## src/psd_pkg.sv

```systemverilog
// ----------------------------------------------------------------------------
// psd_pkg
// shared constants for the point to segment distance pipeline
// ----------------------------------------------------------------------------
package psd_pkg;

  localparam int COORD_BITS_DEF      = 16;
  localparam int PARAM_FRAC_BITS_DEF = 16;

  // result widths are fixed by the output format
  localparam int DSQ_W = 34;
  localparam int RES_W = 17;

  localparam logic [DSQ_W-1:0] DSQ_MAX = {DSQ_W{1'b1}};

endpackage

```

## src/psd_divider.sv

```systemverilog
// ----------------------------------------------------------------------------
// psd_divider
// pipelined restoring divider, one quotient bit per stage
// ----------------------------------------------------------------------------
module psd_divider #(
  parameter int LENW   = 34,
  parameter int QW     = 16,
  parameter int SIDE_W = 8
) (
  input  logic              clk,
  input  logic              rst,
  input  logic              in_valid,
  input  logic [LENW-1:0]   in_rem,
  input  logic [LENW-1:0]   in_den,
  input  logic [SIDE_W-1:0] in_side,
  output logic              out_valid,
  output logic [QW-1:0]     out_quo,
  output logic [SIDE_W-1:0] out_side
);
  import psd_pkg::*;

  logic              valid [0:QW];
  logic [LENW-1:0]   rem   [0:QW];
  logic [LENW-1:0]   den   [0:QW];
  logic [QW-1:0]     quo   [0:QW];
  logic [SIDE_W-1:0] side  [0:QW];

  assign valid[0] = in_valid;
  assign rem[0]   = in_rem;
  assign den[0]   = in_den;
  assign quo[0]   = '0;
  assign side[0]  = in_side;

  for (genvar i = 0; i < QW; i++) begin : g_step
    logic [LENW:0] rem_sh;
    logic          take;

    assign rem_sh = {rem[i], 1'b0};
    assign take   = rem_sh >= {1'b0, den[i]};

    always_ff @(posedge clk) begin
      if (rst) begin
        valid[i+1] <= 1'b0;
      end else begin
        valid[i+1] <= valid[i];
      end
      rem[i+1]  <= take ? LENW'(rem_sh - {1'b0, den[i]}) : rem_sh[LENW-1:0];
      den[i+1]  <= den[i];
      quo[i+1]  <= {quo[i][QW-2:0], take};
      side[i+1] <= side[i];
    end
  end

  assign out_valid = valid[QW];
  assign out_quo   = quo[QW];
  assign out_side  = side[QW];

endmodule

```

## config.mk

```make
export PLATFORM = sky130hd
export DESIGN_NAME = psd_divider
export DESIGN_NICKNAME = d
export VERILOG_FILES = /design/src/psd_pkg.sv /design/src/psd_divider.sv
export SDC_FILE = /design/constraint.sdc
export NUM_CORES = 2
export LEC_CHECK = 0
export BUFFER_PORTS_ARGS = -buffer_cell sky130_fd_sc_hd__buf_2
export CAP_MARGIN = 40
export CORE_AREA = 2 2 453 455
export CTS_BUF_LIST = sky130_fd_sc_hd__clkbuf_8
export CTS_CLUSTER_DIAMETER = 30
export DETAILED_ROUTE_END_ITERATION = 12
export DIE_AREA = 0 0 455 457
export GPL_TIMING_DRIVEN = 0
export RECOVER_POWER = 25
export SLEW_MARGIN = 10
export SYNTH_ARGS = -nofsm -noshare
export SYNTH_HDL_FRONTEND = slang
export SYNTH_SLANG_ARGS = --single-unit
```

## constraint.sdc

```tcl
create_clock -name clk -period 3.1 [get_ports clk]
set_input_delay 0.62 -clock clk [delete_from_list [all_inputs] [get_ports clk]]
set_output_delay 0.62 -clock clk [all_outputs]
set_load 0.005 [all_outputs]
```

Yosys cells after proc, flatten, opt, wreduce, memory -nomap -nowiden

Index checks and enable logic that the tools add are counted.

Bits in registers: 1300
Bits in latches: 0
Bits in writable memories: 0
Memory bits (read-only): 0
Input bits: 79
Word-level logic and storage cells: 139
Memories: 0

Add/subtract/negate cells: 15
$mul: 0
Div/mod/pow operators: 0
Magnitude comparators: 16
Equality and inequality tests: 0
Shift operators: 0
Mux-type cells: 15
Bitwise operators: 0
Reduce and logical (&&, ||, !) cells: 0

Operator list:

| kind             | number |
|---|---|
| $ge A35 B34 Y1   | 16 |
| $mux W34         | 15 |
| $sub A34 B34 Y34 | 15 |

Depth between registers and ports, before layout

Depth after elaboration: 2
Depth in mapped cells: 15
Mapped depth without buffers: 12

Least setup slack after synthesis

No wires, ideal clock.

Path kind: reg2reg
Start: reg den[374] in the netlist's numbering
End: reg rem (netlist bit g_step[6].rem_sh[27])
Data arrival time: 3.216 ns
Setup slack: -0.237 ns
Cell stages (with the launch flop): 13
Path buffers: 0
Path through: dfxtp_1 > inv_1 > fa_1 > a21oi_1 > o21ai_1 > o31a_1 > o41a_1 > a311o_1 > a221o_1 > a31oi_1 > nor3b_1 > a211o_1 > mux2_2

Longest elaborated chain between the ends: 2
Elaborated cells between the ends (all ways): 3
Those cells by class: 1 x add/sub; 1 x order compare; 1 x mux

Ends and longest elaborated chain:

| what                                                      | RTL line                             | RTL |
|---|---|---|
| start, declared                                           | psd_divider.sv:24                    | `logic [LENW-1:0] den [0:QW];` |
| start signal, assigned by index                           | psd_divider.sv:48                    | `den[i+1] <= den[i];` |
| $sub A34 B34 Y34 / $ge A35 B34 Y1 (equally long branches) | psd_divider.sv:47, psd_divider.sv:39 |  |
| $mux W34 (*)                                              | psd_divider.sv:47                    | `rem[i+1] <= take ? LENW'(rem_sh - {1'b0, den[i]}) : rem_sh[LENW-1:0];` |
| end signal, assigned by index                             | psd_divider.sv:47                    |  |
| end, declared                                             | psd_divider.sv:23                    | `logic [LENW-1:0] rem [0:QW];` |

Every way passes the cells marked *; elsewhere a longest branch is shown, timed or not.
A chain may end at the register's enable or synchronous reset.

Worst setup path in the final report

Ends and elaborated chain as after synthesis.

==> reports/metrics.yaml <==
finalSetupViolCount: 124
maxCapViolCount: 0
hpwlAfterDp_um: 118700
power_switching_mw: 36.73
synthCells: 6381
ios: 104
die_h_um: 457
layout_commonest_cell: "dfxtp_1"
grt_max_degree: 17
final_cell_mix: "dfxtp_1 (1,218), inv_1 (677), a21oi_1 (488), ha_1 (412), clkbuf_8 (378)"
cts_tree: "done"
wl_per_cell_um: 16.29
rsz0062_at_grt: "true"
synth_warnings: 0
p_int_mw: 61.20
failed_checks: "setup timing"
finClkSkew_ps: 56.80
cp_data_arrival_time_ps: 4280
dp.cells: 9180
cts_buffers: 312
ys_seq_area_share_pct: 42.95
post_synth_num_cell_types: 88
critical_path.max_fanout: 4
dr.pass1.iters: 5
pwr-share-seq_pct: 25.2
place_congestion: 0.9473
tightest_slew_ps: 743.1
fmax_mhz: 295.3
powerDensity_nw_per_um2: 1228
synth_fp_nets: 7018
die_area_um2: 207900
viasPerCell: 4.726
crit_required_ps: 3990
fp.dieW_um: 455
synthArstFlopShare_pct: 0
synth_seq_cells: 1300
setup_slack_ps: -286.8
area.growth.synth_to_final_pct: 31.63
antenna_found_initial: 1
rows: 166
met3_usage_pct: 3.010
core_um2: 203300
finalHoldViolCount: 0
wirelength_um: 163600
htreeDepth: 5
clk_latency_ps: 1010
grt_pass1_vias: 49780
outcome: "finished, violations left"
port_buffers: 103
fin_util_pct: 39.23
ir_drop_uv: 587.1
clock_path_buffers: 4
initial_core_util_pct: 29.80
met1_usage_pct: 14.63
fin_crit_sh_pct: 109.3
vias: 47450
grt_pass1_wl_um: 253200
crit_path_start_kind: "flip-flop"
syn_avg_cell_area_um2: 9.497
ys.flop_type: "dfxtp_1"
grtUsageMet2_pct: 28.07
initialDrtViolationCount: 2337
drive_gt1_share_pct: 25.84
synth_edf_count: 0
power_leakage_nw: 36.11
hold_path_class: "input pin to flip-flop"
p_comb_share_pct: 52.9
fillers: 19670
fin_nets: 7764
drc: 0
grt_busiest_layer: "met2"
switching_share_pct: 37.51
end_kind: "flip-flop"
grt_usage_pct: 15.08
cts.sinks: 1300
overflow: 0
ctsRootBufferMaster: "clkbuf_8"
synth_area_um2: 60600
ant_nets: 0
clockPowerShare_pct: 21.9
finalMaxSlewViolations: 0
clk_pin_slew_ps: 50
min_period_ps: 3387
path_class: "flip-flop to flip-flop"
stdcell_count: 10040
slew_headroom_pct: 50.28
cell families after synthesis:
family | Yosys count | synth area share, %
AO/OA/AOI/OAI | 1705 | 18.05
flip-flops | 1300 | 42.95
AND/OR/NAND/NOR | 1251 | 9.995
buffers and inverters | 845 | 5.531
adder cells (fa/ha/maj) | 558 | 11.71
XOR/XNOR | 433 | 6.258
multiplexers | 289 | 5.507
worst max-delay path: stages, from the launching register on:
cell,delay (ps)
dfxtp_2,340
inv_2,50
fa_2,420
a21oi_4,180
o21ai_2,80
o31a_1,280
o41a_1,360
a311o_1,360
a221o_1,420
a31oi_4,230
nor3b_2,70
a211o_1,250
mux2_4,280
per-layer routing:
layer	up-vias	routed length [um]
met5	-	0
met4	0	11340
met3	510	6128
met2	1119	85560
met1	21980	60540
li1	23840	-
final cells by class:
cell class / instances / area, um^2 / share of cell area, %
diodes: 2 / 5.005 / 0.006275
plain buffers: 138 / 1296 / 1.625
clock buffers: 371 / 5106 / 6.402
clock inverters: 166 / 1713 / 2.147
inverters: 670 / 2540 / 3.184
multi-input cells: 4237 / 35530 / 44.54
flip-flops and latches: 1300 / 26140 / 32.78
well taps: 2688 / 3363 / 4.217
repair buffers: 468 / 4071 / 5.104
cell usage after synthesis (all sizes together) (87+ instances only):
cell,n,share of area [%]
a21oi,578,4.8
a21o,325,4.0
mux2,283,5.4
o21ai,281,2.3
nand2,302,1.9
xor2,168,2.4
nor2,373,2.3
nand3,97,0.81
ha,543,11
dfxtp,1300,43
nand4,87,0.90
clkbuf,111,0.69
inv,670,4.2
xnor2,265,3.8
state kept, by name, summed over array words and instances, names as in the netlist:
register	flops
den	510
g_step.rem_sh	510
out_quo	16
out_side	8
out_valid	1
quo	120
side	120
valid	15
final timing paths:
kind	start	end	slack, ps	cells after the start
setup / recovery	den[374]	g_step[6].rem_sh[27]	-290	12
hold / removal	in_den[1]	g_step[1].rem_sh[2]	170	4
hold reg to reg	quo[69]	quo[54]	310	0
setup reg to reg	den[374]	g_step[6].rem_sh[27]	-290	12
power by group through the flow:
stage	clock, mW	combinational [mW]	sequential, mW
after floorplan	0	31.5	23.5
after global placement	0	39.8	24.6
after detailed placement	0	40.2	24.6
after CTS	22.2	47.8	24.5
after global routing	23.0	56.3	25.2
final	21.4	51.8	24.7
stage by stage:
stage               setup WS [ps]  setup TNS (ps)  cell area [um^2]  power, mW  hold slack, ps
global placement            -1606         -495230             64700      64.39           309.5
detailed placement          -1337         -464420             64770      64.80           312.1
floorplan                  -92.22          -126.7             60820      55.06           309.6
finish                     -286.8          -14200             79760      97.92           166.1
global route               -363.2          -26300             79760      104.5           104.2
CTS                        -381.1          -19390             77250      94.51           41.82
timing repair:
action                                  4_1_cts  5_1_grt
endpoints found under the setup margin      504      468
buffers inserted                            180       98
gates resized for setup                     688      513
hold endpoints to repair                     83        0
hold buffers                                 77        0
cloned                                       17        8
pin swaps                                   185      196
(Power assumes the default switching activity.)
