$ cat config.mk
export PLATFORM = sky130hd
export DESIGN_NAME = psd_sqrt
export DESIGN_NICKNAME = d
export VERILOG_FILES = /design/src/psd_pkg.sv /design/src/psd_sqrt.sv
export SDC_FILE = /design/constraint.sdc
export NUM_CORES = 1
export LEC_CHECK = 0
export ABC_CLOCK_PERIOD_IN_PS = 5300
export BUFFER_PORTS_ARGS = -buffer_cell sky130_fd_sc_hd__buf_2
export CAP_MARGIN = 30
export CELL_PAD_IN_SITES_DETAIL_PLACEMENT = 1
export CELL_PAD_IN_SITES_GLOBAL_PLACEMENT = 2
export CORE_UTILIZATION = 47
export CTS_BUF_LIST = sky130_fd_sc_hd__clkbuf_8
export DETAILED_ROUTE_END_ITERATION = 12
export PLACE_DENSITY_LB_ADDON = 0.3
export SLEW_MARGIN = 20
export SYNTH_ARGS = -nofsm -noshare
export SYNTH_HDL_FRONTEND = slang
export SYNTH_SLANG_ARGS = --single-unit
export TNS_END_PERCENT = 30
$ cat constraint.sdc
create_clock -name clk -period 5.3 [get_ports clk]
set_input_delay 0.795 -clock clk [delete_from_list [all_inputs] [get_ports clk]]
set_output_delay 0.795 -clock clk [all_outputs]
set_load 0.01 [all_outputs]
$ cat src/psd_pkg.sv
// ----------------------------------------------------------------------------
// psd_pkg
// shared constants for the point to segment distance pipeline
// ----------------------------------------------------------------------------
package psd_pkg;

  localparam int COORD_BITS_DEF      = 16;
  localparam int PARAM_FRAC_BITS_DEF = 16;

  // result widths are fixed by the output format
  localparam int DSQ_W = 34;
  localparam int RES_W = 17;

  localparam logic [DSQ_W-1:0] DSQ_MAX = {DSQ_W{1'b1}};

endpackage

$ cat src/psd_sqrt.sv
// ----------------------------------------------------------------------------
// psd_sqrt
// pipelined floor square root, two radicand bits per stage
// ----------------------------------------------------------------------------
module psd_sqrt #(
  parameter int SIDE_W = 8
) (
  input  logic                   clk,
  input  logic                   rst,
  input  logic                   in_valid,
  input  logic [psd_pkg::DSQ_W-1:0] in_x,
  input  logic [SIDE_W-1:0]      in_side,
  output logic                   out_valid,
  output logic [psd_pkg::RES_W-1:0] out_root,
  output logic [SIDE_W-1:0]      out_side
);
  import psd_pkg::*;

  localparam int RW = RES_W + 2;

  logic              valid [0:RES_W];
  logic [DSQ_W-1:0]  x     [0:RES_W];
  logic [RW-1:0]     rem   [0:RES_W];
  logic [RES_W-1:0]  root  [0:RES_W];
  logic [SIDE_W-1:0] side  [0:RES_W];

  assign valid[0] = in_valid;
  assign x[0]     = in_x;
  assign rem[0]   = '0;
  assign root[0]  = '0;
  assign side[0]  = in_side;

  for (genvar i = 0; i < RES_W; i++) begin : g_step
    logic [RW-1:0] rem_sh;
    logic [RW-1:0] trial;
    logic          take;

    assign rem_sh = {rem[i][RW-3:0], x[i][DSQ_W-1-2*i -: 2]};
    assign trial  = {root[i], 2'b01};
    assign take   = rem_sh >= trial;

    always_ff @(posedge clk) begin
      if (rst) begin
        valid[i+1] <= 1'b0;
      end else begin
        valid[i+1] <= valid[i];
      end
      x[i+1]    <= x[i];
      rem[i+1]  <= take ? rem_sh - trial : rem_sh;
      root[i+1] <= {root[i][RES_W-2:0], take};
      side[i+1] <= side[i];
    end
  end

  assign out_valid = valid[RES_W];
  assign out_root  = root[RES_W];
  assign out_side  = side[RES_W];

endmodule

Yosys cells after proc, flatten, opt, wreduce, memory -nomap -nowiden
Cells that the tools add are included.
{"block": "classes", "n_addsub": 16, "magnitude_cmp": 17, "mux": 16}
{"op": "17-bit two-way mux", "n": 15}
{"op": "19-bit by 10-bit greater-or-equal comparator with 1-bit output", "n": 1}
{"op": "19-bit by 11-bit greater-or-equal comparator with 1-bit output", "n": 1}
{"op": "19-bit by 12-bit greater-or-equal comparator with 1-bit output", "n": 1}
{"op": "19-bit by 13-bit greater-or-equal comparator with 1-bit output", "n": 1}
{"op": "19-bit by 14-bit greater-or-equal comparator with 1-bit output", "n": 1}
{"op": "19-bit by 15-bit greater-or-equal comparator with 1-bit output", "n": 1}
{"op": "19-bit by 16-bit greater-or-equal comparator with 1-bit output", "n": 1}
{"op": "19-bit by 17-bit greater-or-equal comparator with 1-bit output", "n": 1}
{"op": "19-bit by 18-bit greater-or-equal comparator with 1-bit output", "n": 1}
{"op": "19-bit by 3-bit greater-or-equal comparator with 1-bit output", "n": 1}
{"op": "19-bit by 4-bit greater-or-equal comparator with 1-bit output", "n": 1}
{"op": "19-bit by 5-bit greater-or-equal comparator with 1-bit output", "n": 1}
{"op": "19-bit by 6-bit greater-or-equal comparator with 1-bit output", "n": 1}
{"op": "19-bit by 7-bit greater-or-equal comparator with 1-bit output", "n": 1}
{"op": "19-bit by 8-bit greater-or-equal comparator with 1-bit output", "n": 1}
{"op": "19-bit by 9-bit greater-or-equal comparator with 1-bit output", "n": 1}
{"op": "17-bit by 10-bit subtractor with 17-bit output", "n": 1}
{"op": "17-bit by 11-bit subtractor with 17-bit output", "n": 1}
{"op": "17-bit by 12-bit subtractor with 17-bit output", "n": 1}
{"op": "17-bit by 13-bit subtractor with 17-bit output", "n": 1}
{"op": "17-bit by 14-bit subtractor with 17-bit output", "n": 1}
{"op": "17-bit by 15-bit subtractor with 17-bit output", "n": 1}
{"op": "17-bit by 16-bit subtractor with 17-bit output", "n": 1}
{"op": "other kinds (11)", "n": 11}
{"block": "word_totals", "register_bits": 836, "output_inout_bits": 26}

Longest topological paths before layout
Gate-level depths: netlist of run 1.
{"block": "logic_depth", "word_depth": 2, "ltp_mapped": 11}

Worst setup path before layout of run 1
OpenSTA, ideal clock, no wires.
{"block": "synth_timing", "path_kind": "reg-to-reg", "start": "reg root (netlist bit g_step[12].trial[4])", "end": "reg rem (netlist bit g_step[13].rem_sh[11])", "setup_ns": 0.123, "arrival_time_ns": 2.575, "path_slack_ns": 2.602, "path_stages_with_launch": 10, "path_buffers": 1, "period_less_slack_ns": 2.698, "cell_sequence": "dfxtp_1 -> inv_1 -> ha_1 -> a21oi_1 -> o31ai_1 -> o311a_1 -> o41a_1 -> a2111o_1 -> clkbuf_1 -> mux2_1"}
{"block": "synth_between", "elab_chain_cells": 2, "word_cells_on_any_way": 3, "cone_classes": "add/sub: 1; order compare: 1; mux: 1"}
{"item": "from (decl)", "line": "psd_sqrt.sv:24", "text": "logic [RES_W-1:0] root [0:RES_W];"}
{"item": "from (signal, indexed assignment)", "line": "psd_sqrt.sv:50", "text": "root[i+1] <= {root[i][RES_W-2:0], take};"}
{"item": "17-bit by 14-bit subtractor with 17-bit output or 19-bit by 14-bit greater-or-equal comparator with 1-bit output (tied branches)", "line": "psd_sqrt.sv:49, psd_sqrt.sv:40"}
{"item": "17-bit two-way mux (*)", "line": "psd_sqrt.sv:49", "text": "rem[i+1] <= take ? rem_sh - trial : rem_sh;"}
{"item": "to (signal, indexed assignment)", "line": "psd_sqrt.sv:49"}
{"item": "to (decl)", "line": "psd_sqrt.sv:23", "text": "logic [RW-1:0] rem [0:RES_W];"}
Mark *: on every way between the ends. The rest lies on a longest branch, timed or not.
A chain may end at the register's enable or synchronous reset.

Final worst setup path of run 1
{"block": "layout_timing", "start": "reg root (netlist bit g_step[15].trial[2])", "end": "reg rem (netlist bit g_step[16].rem_sh[18])"}
{"block": "layout_between", "elab_chain_cells": 2, "word_cells_on_any_way": 3, "cone_classes": "add/sub: 1; order compare: 1; mux: 1"}
{"item": "17-bit subtractor or 19-bit by 17-bit greater-or-equal comparator with 1-bit output (tied branches)", "line": "psd_sqrt.sv:49, psd_sqrt.sv:40"}
{"item": "17-bit two-way mux (*)", "line": "psd_sqrt.sv:49"}
Marked as above.

==> results of run 1 <==
## report_power, final
group	total [mW]	internal [mW]	leakage, nW	switching (mW)
Combinational	3.14	1.40	6.52	1.74
Sequential	7.92	7.27	6.97	0.653
Clock	5.75	3.16	1.65	2.60
Total	16.8	11.8	15.1	4.99
## logic make-up (layout without fill, tap and decap cells)
| logic type | count (synthesis) | count (layout) |
|---|---|---|
| adders and majority gates | 170 | 170 |
| AOI/OAI and AO/OA | 437 | 437 |
| other | 1 | 2 |
| buffers and inverters | 251 | 529 |
| muxes | 48 | 48 |
| xor gates and xnor gates | 176 | 176 |
| DFF | 832 | 832 |
| and+or+nand+nor | 593 | 593 |
## through the flow
step / utilization / std cells / worst slack (ns)
after floorplan: - / 2508 / 2.602
after global placement: 0.4975 / 3307 / 1.978
after detailed placement: 0.4976 / 3308 / 1.912
after CTS: 0.5478 / 3550 / 1.885
after global routing: 0.5481 / 3552 / 1.543
final: 0.5481 / 3552 / 1.877
## how the worst max path moves through the flow
stage / from / endpoint / cells after the start
2_1_floorplan: g_step[12].trial[4] / g_step[13].rem_sh[11] / 9
5_1_grt: g_step[15].trial[2] / g_step[16].rem_sh[18] / 10
3_5_place_dp: g_step[15].trial[3] / g_step[16].rem_sh[18] / 10
4_1_cts: g_step[15].trial[2] / g_step[16].rem_sh[18] / 10
6_report: g_step[15].trial[2] / g_step[16].rem_sh[18] / 10
3_3_place_gp: g_step[15].trial[3] / g_step[16].rem_sh[18] / 10
## metal layers
layer,wire (µm),vias up,track usage
met3,1999,112,0.04565
li1,-,8890,-
met5,0,-,0
met1,26310,8413,0.2463
met2,28640,255,0.3476
met4,1473,0,0.07960
## layout make-up
cell class              count  area (µm²)  share of cell area
clock buffers             170        2340             0.07370
well taps                 765       957.2             0.03015
flip-flops and latches    832       16660              0.5247
diodes                      1       2.502          0.00007883
clock inverters            72       569.3             0.01793
inverters                 211       792.0             0.02495
multi-input cells        1425       10030              0.3159
repair buffers             76       399.1             0.01257
## flip-flops by register name, summed over array words and instances (netlist names)
name	cells
out_root	17
g_step.trial	136
out_valid	1
valid	16
x	240
g_step.rem_sh	286
side	128
out_side	8
## worst register-to-register path, stage by stage (launching register included)
cell	delay, ns
dfxtp_1	0.33
inv_1	0.06
ha_1	0.33
o21ai_1	0.14
a22oi_1	0.18
o2111a_1	0.33
o211ai_1	0.40
and2_1	0.76
inv_2	0.32
a311oi_1	0.36
nand3_1	0.11
## cells in the final DEF, fill, tap and decap left out, types with 10 or more instances in the layout
master and n:
inv_1 248, dfxtp_1 832, or4_1 18, a21oi_1 132, xnor2_1 100, nand2_1 102
buf_2 70, mux2_2 14, a21o_1 49, nor3_1 52, o31ai_1 20, mux2_1 28
ha_1 170, clkbuf_8 170, a31oi_1 10, nand3b_1 14, nor2b_1 43, o21ai_0 57
o21a_1 40, xor2_1 76, and2_1 10, nand3_1 44, o21bai_1 11, nor4_1 30
or3_1 18, nand4_1 18, a211oi_1 10, and3_1 12, o21ai_1 43, clkinv_2 10
nand2b_1 33, nor2_1 165
==> results.yml, run 1 <==
placement:
  hpwl_um: 41320
  port_buffers: 70
  placement.cell_area_um2: 28820
  gp_congestion: 0.8378
synthesis:
  synthMuxAreaShare: 0.01927
  ys_ff_latch: 832
  synth_largest_area_cell: "dfxtp_1"
  synth_compound_area_frac: 0.1005
  netlist.area_leader.share: 0.6022
  syn_nets: 2723
  async_flop_share: 0
  synth_area_leaders: "dfxtp_1 (60%), ha_1 (7.7%), xnor2_1 (3.2%)"
  avgSynthCellArea_um2: 11.03
  ys_types: 75
  ys_top_cells_by_count: "dfxtp_1 (832), inv_1 (205), ha_1 (170), nor2_1 (165), a21oi_1 (132)"
  synthAdderAreaFrac: 0.07691
  ys_warn_count: 0
  syn_inst: 2508
  synthXorXnorAreaFrac: 0.05573
  ys_seq_area_frac: 0.6022
  synth_flop_cell: "dfxtp_1"
  yosysMostFrequentCell: "dfxtp_1"
  synth-simple-area-share: 0.1099
  synth_edf_count: 0
  synth_top_family_by_area: "simple AND/OR/NAND/NOR gates"
  syn_area_um2: 27660
setup_path:
  cp_data_required_time_ns: 5.97
  slowest_delay_ns: 0.76
  reg2reg_to: "g_step[16].rem_sh[18]"
  r2r_slack_ns: 1.88
  cp.arrival_ns: 4.09
  reg2reg_from: "g_step[15].trial[2]"
  crit_buf_inv: 2
  crit_path_end_kind: "flop"
  cp-start-kind: "flop"
  crit_fanout: 21
  cp_cell_sequence: "inv_1 > ha_1 > o21ai_1 > a22oi_1 > o2111a_1 > o211ai_1 > and2_1 > inv_2 > a311oi_1 > nand3_1"
  crit_family: "compound AO/OA/AOI/OAI gates"
  criticalPathCategory: "reg2reg"
  rr_worst_depth: 10
  cp_slowest_cell: "and2_1"
timing:
  rsz0062_at_grt: "false"
  finClkSkew_ns: 0.03512
  tightestPinTransition_ns: 0.9227
  slew_violations: 0
  max_freq_ghz: 0.2921
  period_share: 0.6459
  setup_viol: 0
  worst_hold_slack_ns: 0.09226
  setup_tns_ns: 0
  finalHoldViolCount: 0
  slew_headroom: 0.3826
  period_needed_ns: 3.423
hold_path:
  hold_class: "in2reg"
  hp-start: "in_x[0]"
  min_to: "x[544]"
  hold_depth: 1
drt:
  wl_per_cell_um: 16.45
  drc: 0
  vias_per_cell: 4.975
  route.antenna.remaining_nets: 0
  postRouteWirelength_um: 58420
  routed-via-count: 17670
  drt_iter0_drc: 674
  dr.pass1.iters: 4
pwr:
  p_per_area_nw_per_um2: 529.6
  ir_worst_vdd_uv: 270.5
  total_power_mw: 16.81
  p_leak_nw: 15.14
run:
  maxCapViolations: 0
final_layout:
  fin_area_um2: 31750
  layout.nets: 2895
  syn2layout_area_growth_pct: 14.78
  layout-drive-gt1-share: 0.1109
  nFillCells: 6233
die:
  fp.dieArea_um2: 59820
  ios: 71
  initial_core_util: 0.4776
  fp.coreArea_um2: 57920
  die_w_um: 244.6
  rows: 88
  fp.dieH_um: 244.6
clock_tree:
  cts_tree: "yes"
  cts-root-buf: "clkbuf_8"
  clkSinkCount: 832
  cts_setup_buffers: 0
  clockBufferDepth: 3
  ctsHtreeMaxLevel: 4
  clock_latency_ns: 0.80
  cts_buffers: 134
  clkTransAtPathRegs_ns: 0.06
  cts_hold_buf: 0
  postCtsResizedCells: 0
grt:
  first_global_vias: 19220
  grt_max_degree: 25
  antenna_found_initial: 2
  grt_pass1_wl_um: 97060
  track_usage: 0.2029
  grt_overflow_total: 0
run_status:
  status: "complete, no violations"
(Power assumes the default switching activity.)
==> run 2, diff against run 1 <==
ABC_CLOCK_PERIOD_IN_PS = 3400   (was 5300)
CORE_UTILIZATION = 43   (was 47)
clock period = 3.4 ns   (was 5.3 ns; I/O delays follow)
==> results.yml, run 2 (synthesized netlist as in run 1, its figures left out) <==
timing:
  finClkSkew_ns: 0.03410
  setup_tns_ns: 0
  tightestPinTransition_ns: 0.8812
  finalHoldViolCount: 0
  rsz0062_at_grt: "false"
  slew_violations: 0
  period_needed_ns: 3.026
  setup_viol: 0
  max_freq_ghz: 0.3305
  period_share: 0.8900
  slew_headroom: 0.4119
die:
  initial_core_util: 0.4369
  die_w_um: 255.6
  ios: 71
  fp.dieArea_um2: 65340
  rows: 92
  fp.dieH_um: 255.6
  fp.coreArea_um2: 63310
setup_path:
  rr_worst_depth: 9
  cp_data_required_time_ns: 4.06
  crit_fanout: 16
  r2r_slack_ns: 0.37
  criticalPathCategory: "reg2reg"
  crit_path_start: "g_step[12].trial[4]"
  cp.arrival_ns: 3.68
  reg2reg_from: "g_step[12].trial[4]"
  crit_path_end: "g_step[13].rem_sh[10]"
  cp-start-kind: "flop"
  crit_path_end_kind: "flop"
  reg2reg_to: "g_step[13].rem_sh[10]"
placement:
  port_buffers: 70
  gp_congestion: 0.8717
  dp.cells: 3401
  hpwl_um: 41930
hold_path:
  hold_depth: 0
  hold_class: "reg2reg"
clock_tree:
  clock_latency_ns: 0.79
  cts_tree: "yes"
  ctsHtreeMaxLevel: 4
  clkSinkCount: 832
  postCtsResizedCells: 0
  cts_buffers: 134
  cts-root-buf: "clkbuf_8"
  clkTransAtPathRegs_ns: 0.06
  clockBufferDepth: 3
grt:
  first_global_vias: 19520
  grt_pass1_wl_um: 95140
  track_usage: 0.1788
  antenna_found_initial: 2
  grt_max_degree: 25
  grt_overflow_total: 0
final_layout:
  layout-drive-gt1-share: 0.1080
  layout.nets: 2951
  syn2layout_area_growth_pct: 16.47
  seq_area_um2: 16660
  mostFrequentLayoutCells: "dfxtp_1 (832), inv_1 (255), ha_1 (170)"
  largest_register_ffs: 286
  layout_commonest_cell: "dfxtp_1"
  stdcell_count: 3681
  nFillCells: 6792
  multi_input_area_um2: 10030
  fin_util: 0.5088
drt:
  drc: 0
  drt_iter0_drc: 674
  wl_per_cell_um: 15.51
  vias_per_cell: 4.847
  dr.pass1.iters: 5
  postRouteWirelength_um: 57080
  route.antenna.remaining_nets: 0
  routed-via-count: 17840
pwr:
  ir_worst_vdd_uv: 421.7
  p_per_area_nw_per_um2: 803.3
  p_leak_nw: 15.33
run_status:
  status: "complete, no violations"
run:
  maxCapViolations: 0
run 2: changes by cell type in the layout (fill, tap and decap cells not counted), moves of 2 or more:
cell / previous run / this run
dlygate4sd3_1: 0 / 45
clkbuf_8: 170 / 153
buf_4: 4 / 17
inv_1: 248 / 255
clkinv_8: 4 / 1
inv_16: 2 / 5
clkinv_2: 10 / 12
run 2: worst min-delay path by stage:
stage	startpoint	endpoint	slack, ns
2_1_floorplan	x[284]	g_step[10].rem_sh[0]	0.31
3_3_place_gp	x[136]	x[102]	0.31
3_5_place_dp	x[136]	x[102]	0.31
4_1_cts	in_side[1]	side[129]	0.26
5_1_grt	in_side[1]	side[129]	0.29
6_report	x[307]	x[273]	0.31
run 2: critical path: stages (launching register included):
cell and delay, ns:
dfxtp_1 0.32, inv_1 0.04, ha_1 0.31, a21oi_1 0.20
o31ai_1 0.16, o311a_1 0.35, o41a_1 0.41, a2111o_1 0.54
buf_4 0.26, mux2_1 0.33
run 2: power breakdown:
part           leakage [nW]  internal, mW  total (mW)  switching, mW
logic                  6.76          2.23        4.96           2.73
registers              6.97          11.3        12.3           1.00
clock network          1.59          4.56        8.58           4.02
run 2: what timing repair did:
item | in CTS | in global routing
hold buffers | 45 | 0
hold endpoints to repair | 45 | 0
endpoints found under the setup margin | 0 | 0
setup buffers | 0 | 0
run 2: cell type report:
type,instances,area share
clock inverter,81,0.01985
sequential,832,0.5171
multi-input combinational,1425,0.3114
antenna,1,0.00007769
timing repair buffer,132,0.02882
clock buffer,153,0.06537
inverter,211,0.02459
tap,846,0.03286
run 2: through the flow:
| step | total power, mW | hold slack [ns] | worst slack (ns) | instance area (µm²) |
|---|---|---|---|---|
| floorplan | 15.95 | 0.3096 | 0.7019 | 27660 |
| global placement | 17.30 | 0.3095 | 0.4370 | 29010 |
| detailed placement | 17.49 | 0.3132 | 0.3742 | 29010 |
| CTS | 26.31 | 0.2631 | 0.3635 | 32210 |
| global route | 27.53 | 0.2852 | 0.07419 | 32210 |
| finish | 25.88 | 0.3106 | 0.3741 | 32210 |
run 2: per-layer routing:
layer / share of wire / track usage / vias to the layer above
met1: 0.46 / 0.2205 / 8522
met3: 0.032 / 0.03951 / 108
met5: 0 / 0 / -
met4: 0.024 / 0.07202 / 0
met2: 0.48 / 0.3022 / 227
li1: - / - / 8985
==> run 3, diff against run 2 <==
ABC_CLOCK_PERIOD_IN_PS = 3650   (was 3400)
CORE_UTILIZATION = 47   (was 43)
PLACE_DENSITY_LB_ADDON = 0.1   (was 0.3)
clock period = 3.65 ns   (was 3.4 ns; I/O delays follow)
==> results.yml, run 3 (synthesized netlist as in run 1, its figures left out) <==
run_status:
  status: "complete, no violations"
die:
  die_w_um: 244.6
  ios: 71
  fp.coreArea_um2: 57920
  fp.dieH_um: 244.6
  fp.dieArea_um2: 59820
  rows: 88
  initial_core_util: 0.4776
final_layout:
  layout.nets: 2943
  layout_commonest_cell: "dfxtp_1"
  antenna_cells: 0
  fin_area_um2: 32140
  stdcell_count: 3589
  fin_util: 0.5549
  largest_register_ffs: 286
  layout-drive-gt1-share: 0.1105
  mostFrequentLayoutCells: "dfxtp_1 (832), inv_1 (240), ha_1 (170)"
  syn2layout_area_growth_pct: 16.20
timing:
  period_share: 0.8753
  tightestPinTransition_ns: 0.9620
  max_freq_ghz: 0.3130
  worst_hold_slack_ns: 0.1317
  setup_viol: 0
  setup_tns_ns: 0
  slew_headroom: 0.3563
  finalHoldViolCount: 0
  rsz0062_at_grt: "false"
  setup_slack_ns: 0.4551
  period_needed_ns: 3.195
  finClkSkew_ns: 0.03677
  slew_violations: 0
pwr:
  ir_worst_vdd_uv: 415.0
  total_power_mw: 24.32
  p_leak_nw: 15.29
  p_per_area_nw_per_um2: 756.7
clock_tree:
  cts_buffers: 134
  postCtsResizedCells: 0
  clock_latency_ns: 0.77
  clockBufferDepth: 3
  ctsHtreeMaxLevel: 4
  clkSinkCount: 832
  cts_tree: "yes"
  clkTransAtPathRegs_ns: 0.06
  cts-root-buf: "clkbuf_8"
setup_path:
  slowest_delay_ns: 0.75
  crit_family: "compound AO/OA/AOI/OAI gates"
  crit_top_cell: "nand2_1"
  r2r_slack_ns: 0.46
  cp-start-kind: "flop"
  criticalPathCategory: "reg2reg"
  cp_slowest_cell: "a2111o_1"
  crit_buf_inv: 1
  cp_cell_sequence: "inv_1 > ha_1 > nand2_1 > o31ai_1 > o311a_1 > o41a_1 > a2111o_1 > or4b_1 > nand2_1"
  reg2reg_to: "g_step[13].rem_sh[16]"
  crit_fanout: 24
  cp_data_required_time_ns: 4.34
  crit_path_end_kind: "flop"
  reg2reg_from: "g_step[12].trial[3]"
  cp.arrival_ns: 3.88
  rr_worst_depth: 9
placement:
  hpwl_um: 40280
  place_ws_ns: 0.5108
  placement.cell_area_um2: 28860
  dp.cells: 3313
  gp_congestion: 0.8084
  port_buffers: 70
drt:
  drc: 0
  dr.pass1.iters: 4
  routed-via-count: 17720
  vias_per_cell: 4.937
  drt_iter0_drc: 638
  route.antenna.remaining_nets: 0
  wl_per_cell_um: 15.81
  postRouteWirelength_um: 56760
grt:
  antenna_found_initial: 2
  track_usage: 0.1977
  grt_max_degree: 25
  grt_pass1_wl_um: 94910
  grt_overflow_total: 0
  first_global_vias: 19200
hold_path:
  hold_depth: 2
  hp-start: "rst"
  hold_class: "in2reg"
  min_to: "valid[4]"
run:
  maxCapViolations: 0
run 3: changes by cell type in the layout (fill, tap and decap cells not counted), moves of 2 or more:
cell / previous run / this run
inv_1: 255 / 240
clkbuf_8: 153 / 161
buf_4: 17 / 10
clkinv_2: 12 / 16
bufinv_16: 4 / 6
run 3: report_power, final:
group,internal [mW],switching (mW),leakage (nW)
combinational,2.07,2.51,6.72
sequential,10.6,0.933,6.97
clock,4.53,3.71,1.59
run 3: layout make-up:
| class | instances | area [µm²] |
|---|---|---|
| multi-input combinational | 1425 | 10030 |
| clock inverter | 71 | 620.6 |
| sequential | 832 | 16660 |
| inverter | 211 | 792.0 |
| timing repair buffer | 124 | 865.8 |
| tap | 765 | 957.2 |
| clock buffer | 161 | 2216 |
| fill | 6206 | 25780 |
run 3: layer usage:
layer,wire (µm),up-vias,global-route usage,share of wire
met5,0,-,0,0
met4,1403,0,0.08033,0.025
met3,1800,109,0.04159,0.032
met2,27280,227,0.3337,0.48
met1,26270,8386,0.2448,0.46
li1,-,8998,-,-
run 3: repair_timing:
action / 4_1_cts / 5_1_grt
endpoints found under the hold margin: 44 / 0
setup buffers: 0 / 0
endpoints found under the setup margin: 0 / 0
hold buffers: 44 / 0
run 3: worst max path at each step:
stage / start / end / slack (ns) / cells after the start
6_report: g_step[12].trial[3] / g_step[13].rem_sh[16] / 0.46 / 9
5_1_grt: g_step[12].trial[3] / g_step[13].rem_sh[16] / 0.22 / 9
4_1_cts: g_step[12].trial[3] / g_step[13].rem_sh[16] / 0.46 / 9
3_5_place_dp: g_step[12].trial[3] / g_step[13].rem_sh[16] / 0.51 / 9
3_3_place_gp: g_step[12].trial[4] / g_step[13].rem_sh[16] / 0.56 / 9
2_1_floorplan: g_step[12].trial[4] / g_step[13].rem_sh[11] / 0.95 / 9
run 3: worst reg2reg max path: stages (launching register included):
cell and delay [ns]:
dfxtp_1 0.33, inv_1 0.04, ha_1 0.32, nand2_1 0.12
o31ai_1 0.48, o311a_1 0.26, o41a_1 0.25, a2111o_1 0.75
or4b_1 0.49, nand2_1 0.07
